<file path="config.mk">
export PLATFORM = sky130hd
export DESIGN_NAME = shsi_ctrl
export DESIGN_NICKNAME = d
export VERILOG_FILES = /design/src/sv/shsi_pkg.sv /design/src/sv/shsi_ctrl.sv
export SDC_FILE = /design/constraint.sdc
export NUM_CORES = 1
export LEC_CHECK = 0
export ABC_AREA = 1
export BUFFER_PORTS_ARGS = -buffer_cell sky130_fd_sc_hd__buf_2
export CAP_MARGIN = 20
export CORE_MARGIN = 3
export CORE_UTILIZATION = 50
export CTS_BUF_LIST = sky130_fd_sc_hd__clkbuf_8
export CTS_CLUSTER_SIZE = 12
export DETAILED_ROUTE_END_ITERATION = 16
export PLACE_DENSITY = 0.86
export SLEW_MARGIN = 20
export SYNTH_ARGS = -nofsm -noshare
export SYNTH_HDL_FRONTEND = slang
export SYNTH_SLANG_ARGS = --single-unit
</file>
<file path="constraint.sdc">
create_clock -name clk -period 1.17 [get_ports clk]
set_input_delay 0 -clock clk [delete_from_list [all_inputs] [get_ports clk]]
set_output_delay 0 -clock clk [all_outputs]
set_load 0.005 [all_outputs]
</file>
<file path="src/sv/shsi_pkg.sv">
// shared types, constants and the arctangent table of the heading/speed integrator
`timescale 1ns / 1ps
package shsi_pkg;

    localparam int CORDIC_ITERATIONS_DEF = 16;
    localparam int ATAN_TABLE_LEN        = 24;

    localparam int TIME_STEP_W = 16;
    localparam int SPEED_W     = 32;
    localparam int HEADING_W   = 20;
    localparam int POS_W       = 40;
    localparam int ACCEL_W     = 31;
    localparam int TURN_W      = 19;
    localparam int TRIG_W      = 16;
    localparam int CFG_IDX_W   = 2;

    localparam int IN_DATA_W  = 72;
    localparam int OUT_DATA_W = 200;

    // register indexes
    localparam logic [CFG_IDX_W-1:0] REG_ACCEL_RATE = 2'd0;
    localparam logic [CFG_IDX_W-1:0] REG_TURN_RATE  = 2'd1;

    // angles in Q4.16 radians
    localparam logic signed [20:0] TWO_PI_Q16  = 21'sd411775;
    localparam logic signed [20:0] PI_Q16      = 21'sd205887;
    localparam logic signed [20:0] HALF_PI_Q16 = 21'sd102944;
    localparam logic signed [17:0] CORDIC_GAIN_Q15 = 18'sd19899;

    typedef enum logic [12:0] {
        ST_IDLE    = 13'b0000000000001,
        ST_STEP    = 13'b0000000000010,
        ST_SLEW_UP = 13'b0000000000100,
        ST_SLEW_DN = 13'b0000000001000,
        ST_FOLD    = 13'b0000000010000,
        ST_ROT     = 13'b0000000100000,
        ST_TRIG    = 13'b0000001000000,
        ST_MUL_C   = 13'b0000010000000,
        ST_MUL_S   = 13'b0000100000000,
        ST_MUL_DX  = 13'b0001000000000,
        ST_MUL_DZ  = 13'b0010000000000,
        ST_POS_Z   = 13'b0100000000000,
        ST_DONE    = 13'b1000000000000
    } shsi_state_t;

    typedef struct packed {
        logic capture;
        logic step;
        logic slew_up;
        logic slew_dn;
        logic fold;
        logic rot;
        logic trig;
        logic mul_c;
        logic mul_s;
        logic mul_dx;
        logic mul_dz;
        logic pos_z;
        logic load_out;
    } shsi_cmd_t;

    typedef struct packed {
        logic rot_last;
    } shsi_status_t;

    function automatic logic [15:0] atan_entry(input logic [4:0] idx);
        logic [15:0] a;
        case (idx)
            5'd0:    a = 16'd51472;
            5'd1:    a = 16'd30386;
            5'd2:    a = 16'd16055;
            5'd3:    a = 16'd8150;
            5'd4:    a = 16'd4091;
            5'd5:    a = 16'd2047;
            5'd6:    a = 16'd1024;
            5'd7:    a = 16'd512;
            5'd8:    a = 16'd256;
            5'd9:    a = 16'd128;
            5'd10:   a = 16'd64;
            5'd11:   a = 16'd32;
            5'd12:   a = 16'd16;
            5'd13:   a = 16'd8;
            5'd14:   a = 16'd4;
            5'd15:   a = 16'd2;
            5'd16:   a = 16'd1;
            default: a = 16'd0;
        endcase
        return a;
    endfunction

endpackage

</file>
<file path="src/sv/shsi_ctrl.sv">
// sequencing state machine of the heading/speed integrator
`timescale 1ns / 1ps
module shsi_ctrl
(
    input  logic                 clk,
    input  logic                 rst_n,
    input  logic                 s_tvalid,
    output logic                 s_tready,
    output logic                 m_tvalid,
    input  logic                 m_tready,
    input  shsi_pkg::shsi_status_t status,
    output shsi_pkg::shsi_cmd_t  cmd
);
    import shsi_pkg::*;

    shsi_state_t state_reg, state_next;
    logic        out_valid_reg, out_valid_next;
    logic        out_free;

    assign out_free = !out_valid_reg || m_tready;
    assign s_tready = (state_reg == ST_IDLE);
    assign m_tvalid = out_valid_reg;

    always_comb
    begin
        state_next = state_reg;
        cmd        = '0;
        unique case (state_reg)
            ST_IDLE:
            begin
                if (s_tvalid)
                begin
                    cmd.capture = 1'b1;
                    state_next  = ST_STEP;
                end
            end
            ST_STEP:
            begin
                cmd.step   = 1'b1;
                state_next = ST_SLEW_UP;
            end
            ST_SLEW_UP:
            begin
                cmd.slew_up = 1'b1;
                state_next  = ST_SLEW_DN;
            end
            ST_SLEW_DN:
            begin
                cmd.slew_dn = 1'b1;
                state_next  = ST_FOLD;
            end
            ST_FOLD:
            begin
                cmd.fold   = 1'b1;
                state_next = ST_ROT;
            end
            ST_ROT:
            begin
                cmd.rot = 1'b1;
                if (status.rot_last)
                begin
                    state_next = ST_TRIG;
                end
            end
            ST_TRIG:
            begin
                cmd.trig   = 1'b1;
                state_next = ST_MUL_C;
            end
            ST_MUL_C:
            begin
                cmd.mul_c  = 1'b1;
                state_next = ST_MUL_S;
            end
            ST_MUL_S:
            begin
                cmd.mul_s  = 1'b1;
                state_next = ST_MUL_DX;
            end
            ST_MUL_DX:
            begin
                cmd.mul_dx = 1'b1;
                state_next = ST_MUL_DZ;
            end
            ST_MUL_DZ:
            begin
                cmd.mul_dz = 1'b1;
                state_next = ST_POS_Z;
            end
            ST_POS_Z:
            begin
                cmd.pos_z  = 1'b1;
                state_next = ST_DONE;
            end
            ST_DONE:
            begin
                // wait until the output register can take the item
                if (out_free)
                begin
                    cmd.load_out = 1'b1;
                    state_next   = ST_IDLE;
                end
            end
            default:
            begin
                state_next = ST_IDLE;
            end
        endcase
    end

    always_comb
    begin
        out_valid_next = out_valid_reg;
        if (cmd.load_out)
        begin
            out_valid_next = 1'b1;
        end
        else if (m_tready)
        begin
            out_valid_next = 1'b0;
        end
    end

    always_ff @(posedge clk or negedge rst_n)
    begin
        if (!rst_n)
        begin
            state_reg     <= ST_IDLE;
            out_valid_reg <= 1'b0;
        end
        else
        begin
            state_reg     <= state_next;
            out_valid_reg <= out_valid_next;
        end
    end

endmodule

</file>
==> flow_summary_export.csv, run 1 <==
group,metric,value,unit
outcome,outcome,"aborted with a tool error",
outcome,stop_stage,"global routing (5_1_grt)",
outcome,toolErrorMsg,"[ERROR DPL-0033] detailed placement checks failed during check placement.",
floorplan,row_count,15,
grt,antenna_found_initial,0,
synth,ys.flop_type,"dfrtp_1",
synth,async_flop_share,100,%
synth,ys_seq_elements,14,
floorplan,io_pins,20,
synth,synth_cells,124,
place,dpl.hpwl,1690,um
floorplan,die-height,50.0,um
synth,synth_area,967,um^2
synth,yosys.area.top_type,"dfrtp_1",
clocking,cts_buffer_depth,2,
synth,synth_area_per_cell,7.80,um^2
floorplan,initial_core_util,54.2,%
grt,grt_max_degree,15,
synth,synth_edf_count,0,
synth,ys_seq_area_share,36.4,%
clocking,cts_buffers,3,
synth,yosysMostFrequentCell,"inv_1",
synth,yosys-top-cells-area,"dfrtp_1 (34%), inv_1 (8.5%), nand2_1 (7.0%), nor2_1 (6.2%), nor2_4 (5.8%)",
sta,worstEndpointType,"primary output",
place,gp_congestion,0.905,
clocking,clock-root-buffer,"clkbuf_8",
synth,netlist_top_cells_count,"inv_1 (22), nand2_1 (18), nor2_1 (16), dfrtp_1 (13), nor3_1 (9)",
synth,netlist.area_leader.share,33.6,%
sta,worst_endpoint,"cmd[12]",
synth,synth_cell_type_count,21,
place,port_buffers,19,
floorplan,die-width,50.0,um
place,placed_area,1230,um^2
clocking,htree_levels,1,
synth,synth_warnings,0,
synth,synth_fp_nets,129,
clocking,cts.sinks,14,
[through the flow]
| stage | hold WS, ns | worst slack (ns) | std cells |
|---|---|---|---|
| after floorplan | -0.296 | -0.0557 | 124 |
| after global placement | -0.0851 | -0.147 | 186 |
| after CTS | 0.0968 | -0.351 | 210 |
| after detailed placement | -0.0818 | -0.216 | 186 |
[cell families after synthesis]
| group | count (synthesis) | synth area share [%] |
|---|---|---|
| buffers and inverters | 28 | 11.3 |
| AOI/OAI and AO/OA | 4 | 2.07 |
| DFF | 14 | 36.4 |
| and+or+nand+nor | 78 | 50.3 |
[what timing repair did]
action,4_1_cts
gates resized for setup,29
endpoints found under the hold margin,15
setup endpoints to repair,27
hold buffers,2
pin swaps,13
setup buffers,18
==> run 2, diff against run 1 <==
--- a/config.mk
+++ b/config.mk
@@ -8,12 +8,10 @@
 export ABC_AREA = 1
 export BUFFER_PORTS_ARGS = -buffer_cell sky130_fd_sc_hd__buf_2
 export CAP_MARGIN = 20
-export CORE_MARGIN = 3
-export CORE_UTILIZATION = 50
-export CTS_BUF_LIST = sky130_fd_sc_hd__clkbuf_8
-export CTS_CLUSTER_SIZE = 12
+export CORE_AREA = 3 3 64 66
 export DETAILED_ROUTE_END_ITERATION = 16
-export PLACE_DENSITY = 0.86
+export DIE_AREA = 0 0 67 69
+export PLACE_DENSITY_LB_ADDON = 0.15
 export SLEW_MARGIN = 20
 export SYNTH_ARGS = -nofsm -noshare
 export SYNTH_HDL_FRONTEND = slang
==> constraint.sdc (replaced) <==
create_clock -name clk -period 1.52 [get_ports clk]
set_input_delay 0 -clock clk [delete_from_list [all_inputs] [get_ports clk]]
set_output_delay 0 -clock clk [all_outputs]
set_load 0.005 [all_outputs]
==> flow_summary_export.csv, run 2 <==
group,metric,value,unit
synth,synth_area_per_cell,7.80,um^2
synth,netlist.area_leader.share,33.6,%
cells_and_area,fin_cells,203,
sta,hold-worst-slack,0.0545,ns
synth,async_flop_share,100,%
synth,ys.flop_type,"dfrtp_1",
pwr,p_leak,0.760,nW
floorplan,row_count,22,
setup_path,crit_path_start_kind,"flip-flop",
outcome,outcome,"finished with violations",
synth,yosys.area.top_type,"dfrtp_1",
cells_and_area,layout_commonest_cell,"inv_1",
place,gp_congestion,0.821,
outcome,violations,"setup timing",
pwr,power.share.clock,22.4,%
cells_and_area,final_cell_mix,"inv_1 (21), buf_2 (19), nand2_1 (17), nor2_1 (16), dfrtp_1 (13)",
pwr,peakVddDrop,0.554,mV
synth,synth_warnings,0,
floorplan,core,3630,um^2
grt,grtUsageTotal,10.2,%
clocking,cts.sinks,14,
detailed_routing,remaining_drc_errors,0,
detailed_routing,dr.pass1.iters,4,
clocking,worstSkewPairLatency,0.24,ns
sta,tns,-0.0169,ns
sta,worst_slew_pin_slew,0.323,ns
pwr,p_comb_share,48.3,%
cells_and_area,drive_above_1_share,42.6,%
clocking,clock-root-buffer,"clkbuf_8",
floorplan,dieArea,4620,um^2
clocking,cts_buffer_depth,2,
cells_and_area,antenna_cells,0,
detailed_routing,vias,853,
grt,grt_max_degree,15,
cells_and_area,largest_reg_flops,13,
synth,netlist_top_cells_count,"inv_1 (22), nand2_1 (18), nor2_1 (16), dfrtp_1 (13), nor3_1 (9)",
clocking,cts_buffers,3,
pwr,seqPwrFrac,29.3,%
clocking,path_clk_slew,0.07,ns
floorplan,die-width,67,um
synth,synth_cells,124,
detailed_routing,via_per_inst,4.20,
sta,skew,0.00603,ns
place,port_buffers,19,
setup_path,arrival,1.54,ns
synth,synth_cell_type_count,21,
pwr,internal_power,993,uW
clocking,cts_tree,"built",
sta,min_period,1.54,ns
sta,slew_viol_final,0,
sta,slew_headroom,78.5,%
synth,yosys-top-cells-area,"dfrtp_1 (34%), inv_1 (8.5%), nand2_1 (7.0%), nor2_1 (6.2%), nor2_4 (5.8%)",
setup_path,worstPathRequired,1.52,ns
cells_and_area,area_growth_syn_to_layout,33.4,%
detailed_routing,drtAntennaViolNets,0,
sta,max_freq,0.651,GHz
place,placed_area,1120,um^2
cells_and_area,seqCellArea,352,um^2
synth,ys_seq_elements,14,
setup_path,crit_type,"flip-flop to primary output",
job,drv_cap,0,
detailed_routing,wl,2230,um
sta,hold_viol,0,
synth,ys_seq_area_share,36.4,%
setup_path,cp_max_fo,4,
clocking,htree_levels,1,
hold_path,hp-class,"input pin to flip-flop",
pwr,finalPower,1.64,mW
place,placedCellCount,191,
floorplan,initial_core_util,26.6,%
pwr,power_switching,650,uW
synth,yosysMostFrequentCell,"inv_1",
cells_and_area,multi_input_area,558,um^2
pwr,power.density,1270,nW/um^2
grt,overflow,0,
setup_path,end_kind,"primary output",
sta,fin_ws,-0.0169,ns
floorplan,io_pins,20,
sta,rsz0062_at_grt,"yes",
floorplan,die-height,69,um
synth,synth_area,967,um^2
detailed_routing,drtIter0Drc,20,
pwr,swShare,39.6,%
sta,period_share,101,%
grt,antenna_found_initial,0,
sta,final-setup-viol-count,1,
cells_and_area,nets,161,
grt,grt_pass1_wl,3680,um
detailed_routing,wl_per_cell,11.0,um
synth,synth_edf_count,0,
grt,grt_pass1_vias,817,
synth,synth_fp_nets,129,
cells_and_area,n_fill_cell,401,
cells_and_area,stdcell_area,1290,um^2
place,dpl.hpwl,1720,um
## run 2: cell counts after synthesis
No cell type changed its count.
## run 2: power groups by stage
| stage | logic (mW) | registers, mW | clock network [mW] |
|---|---|---|---|
| after floorplan | 0.543 | 0.461 | 0 |
| after global placement | 0.681 | 0.470 | 0 |
| after detailed placement | 0.684 | 0.467 | 0 |
| after CTS | 0.729 | 0.468 | 0.381 |
| after global routing | 0.869 | 0.487 | 0.400 |
| final | 0.793 | 0.480 | 0.368 |
## run 2: final cells by class
type | count | share of cell area, %
clock buffer | 4 | 4.27
inverter | 27 | 7.86
multi-input combinational | 83 | 43.3
sequential | 14 | 27.3
tap | 48 | 4.66
timing repair buffer | 27 | 12.7
## run 2: cell families (layout without fill, tap and decap cells)
family,count (synthesis),in the layout,synth area share [%]
simple gates,78,79,50.3
buf+inv,28,58,11.3
flops,14,14,36.4
compound gates,4,4,2.07
## run 2: path summary, 6_finish.rpt
kind,depth (start not counted),start,slack [ns],endpoint
max in group asynchronous,2,rst_n,1.06,state_reg[0]$_DFFE_PN1P_
min in group asynchronous,2,rst_n,0.17,state_reg[3]$_DFFE_PN0P_
worst min-delay path,3,status,0.05,state_reg[5]$_DFFE_PN0P_
worst min register to register,2,m_tvalid$_DFFE_PN0P_,0.56,m_tvalid$_DFFE_PN0P_
worst max-delay path,8,state_reg[0]$_DFFE_PN1P_,-0.02,cmd[12]
worst max register to register,10,state_reg[0]$_DFFE_PN1P_,0.08,state_reg[0]$_DFFE_PN1P_
## run 2: worst max-delay path, cell delays in order, from the launching register on
cell	delay (ns)
dfstp_2	0.57
inv_2	0.04
nor2_1	0.09
nand2_1	0.09
nor2_4	0.12
nand2_4	0.09
nor2_8	0.13
nor3_2	0.05
buf_2	0.12
## run 2: per-stage QoR
stage | worst slack (ns) | util (%)
floorplan | 0.283 | -
global placement | 0.134 | 30.9
detailed placement | 0.142 | 30.9
CTS | -0.00937 | 33.9
global route | -0.103 | 35.5
finish | -0.0169 | 35.5
## run 2: routing by layer
layer  up-vias  part of all wire (%)  global-route usage [%]
li1        443                     -                       -
met5         -                     0                       0
met2        12                    46                    15.3
met1       396                    51                    14.6
met4         0                  0.85                    3.38
met3         2                   2.0                    1.95
## run 2: what timing repair did
| item | in CTS | in global routing |
|---|---|---|
| pin swaps | 4 | 1 |
| setup endpoints to repair | 3 | 9 |
| gates resized for setup | 4 | 7 |
| hold endpoints to repair | 15 | 0 |
| cloned | 0 | 1 |
| hold buffers | 2 | 0 |
| setup buffers | 2 | 3 |
(Power assumes the default switching activity.)
==> run 3, diff against run 2 <==
--- a/config.mk
+++ b/config.mk
@@ -12,6 +12,7 @@
 export DETAILED_ROUTE_END_ITERATION = 16
 export DIE_AREA = 0 0 67 69
 export PLACE_DENSITY_LB_ADDON = 0.15
+export RECOVER_POWER = 100
 export SLEW_MARGIN = 20
 export SYNTH_ARGS = -nofsm -noshare
 export SYNTH_HDL_FRONTEND = slang
==> flow_summary_export.csv, run 3 (synthesis results as in run 2) <==
group,metric,value,unit
sta,max_freq,0.650,GHz
detailed_routing,drtAntennaViolNets,0,
clocking,cts.sinks,14,
cells_and_area,final_cell_mix,"inv_1 (21), nand2_1 (17), buf_2 (17), nor2_1 (16), dfrtp_1 (13)",
setup_path,arrival,1.54,ns
cells_and_area,largest_reg_flops,13,
cells_and_area,antenna_cells,0,
clocking,htree_levels,1,
cells_and_area,final_util,35.4,%
sta,hold_viol,0,
hold_path,min_from,"status",
pwr,peakVddDrop,0.554,mV
detailed_routing,wl_met2,1030,um
setup_path,reg2reg_slack,0.08,ns
detailed_routing,wl,2230,um
setup_path,worstPathRequired,1.52,ns
sta,fin_ws,-0.0173,ns
pwr,p_leak,0.752,nW
hold_path,hp-class,"input pin to flip-flop",
floorplan,io_pins,20,
place,gp_congestion,0.821,
outcome,violations,"setup timing",
floorplan,row_count,22,
sta,worst_slew_pin_slew,0.774,ns
detailed_routing,vias,855,
detailed_routing,wl_per_cell,11.0,um
clocking,worstSkewPairLatency,0.25,ns
grt,overflow,0,
hold_path,hold_end,"state_reg[5]$_DFFE_PN0P_",
grt,grt_max_degree,15,
sta,tns,-0.0173,ns
detailed_routing,wl_met3,55,um
sta,final-setup-viol-count,1,
detailed_routing,wl_met1,1130,um
sta,hold-worst-slack,0.0541,ns
clocking,path_clk_slew,0.07,ns
setup_path,r2r_start,"state_reg[0]$_DFFE_PN1P_",
grt,grtUsageTotal,10.2,%
grt,grt_pass1_wl,3680,um
cells_and_area,area_growth_syn_to_layout,33.1,%
sta,min_period,1.54,ns
detailed_routing,remaining_drc_errors,0,
cells_and_area,drive_above_1_share,41.3,%
grt,grt_pass1_vias,817,
detailed_routing,via_per_inst,4.21,
setup_path,crit_type,"flip-flop to primary output",
hold_path,worstHoldPathCells,3,
pwr,power.density,1280,nW/um^2
place,port_buffers,19,
setup_path,crit_path_start_kind,"flip-flop",
sta,rsz0062_at_grt,"yes",
floorplan,die-height,69,um
grt,antenna_found_initial,0,
floorplan,die-width,67,um
cells_and_area,n_fill_cell,403,
clocking,cts_buffer_depth,2,
clocking,cts_buffers,3,
sta,skew,0.00601,ns
setup_path,reg2reg_depth,10,
sta,slew_viol_final,0,
detailed_routing,drtIter0Drc,14,
detailed_routing,dr.pass1.iters,4,
setup_path,end_kind,"primary output",
cells_and_area,stdcell_area,1290,um^2
sta,period_share,101,%
cells_and_area,nets,161,
cells_and_area,layout_commonest_cell,"inv_1",
setup_path,regToRegEndpoint,"state_reg[0]$_DFFE_PN1P_",
job,drv_cap,0,
sta,slew_headroom,48.4,%
clocking,cts_tree,"built",
floorplan,core,3630,um^2
place,dpl.hpwl,1720,um
place,placed_area,1120,um^2
clocking,clock-root-buffer,"clkbuf_8",
outcome,outcome,"finished with violations",
detailed_routing,highest_layer,"met4",
floorplan,dieArea,4620,um^2
setup_path,cp_max_fo,4,
floorplan,initial_core_util,26.6,%
place,dpl_worst_slack,0.142,ns
==> run 3: cell count changes in the layout (fill, tap and decap cells not counted) <==
cell	before	now
buf_2	19	17
clkbuf_1	0	2
==> run 3: critical path, stage by stage (launching register included) <==
cell and delay [ns]:
dfstp_2 0.57, inv_2 0.04, nor2_1 0.09, nand2_1 0.09, nor2_4 0.12, nand2_4 0.09, nor2_8 0.13, nor3_2 0.05
buf_2 0.12
==> run 3: final cells by class <==
type	instances	area [um^2]	area share, %
flip-flops and latches	14	352	27.3
multi-input cells	83	558	43.3
inverters	27	101	7.87
clock buffers	4	55.1	4.28
repair buffers	27	161	12.5
well taps	48	60.1	4.66
==> run 3: per-stage QoR <==
step	power [mW]	std cells
3_5_place_dp	1.15	191
6_report	1.64	203
2_1_floorplan	1.00	124
4_1_cts	1.58	199
5_1_grt	1.76	203
3_3_place_gp	1.15	191
==> run 3: worst max path at each step <==
stage	from	end	cells past startpoint
6_report	state_reg[0]$_DFFE_PN1P_	cmd[12]	8
5_1_grt	state_reg[0]$_DFFE_PN1P_	cmd[12]	8
4_1_cts	state_reg[8]$_DFFE_PN0P_	cmd[6]	6
3_5_place_dp	state_reg[0]$_DFFE_PN1P_	state_reg[0]$_DFFE_PN1P_	10
3_3_place_gp	state_reg[0]$_DFFE_PN1P_	state_reg[0]$_DFFE_PN1P_	10
2_1_floorplan	state_reg[0]$_DFFE_PN1P_	state_reg[0]$_DFFE_PN1P_	10
==> run 3: repair_timing <==
action	CTS	global route
gates cloned	0	1
endpoints found under the setup margin	3	9
hold buffers	2	0
setup buffers	2	3
hold endpoints to repair	15	0
resized for setup	4	7
pin swaps	4	1
==> run 3: report_power, final <==
part / switching (mW) / total, mW / internal [mW]
Combinational: 0.458 / 0.793 / 0.335
Clock: 0.139 / 0.369 / 0.229
Sequential: 0.0528 / 0.480 / 0.428
Total: 0.650 / 1.64 / 0.992
==> run 3: per-layer routing <==
metal | global-route usage (%) | vias up
met3 | 1.95 | 2
li1 | - | 442
met2 | 15.3 | 14
met1 | 14.6 | 397
met4 | 3.38 | 0
met5 | 0 | -
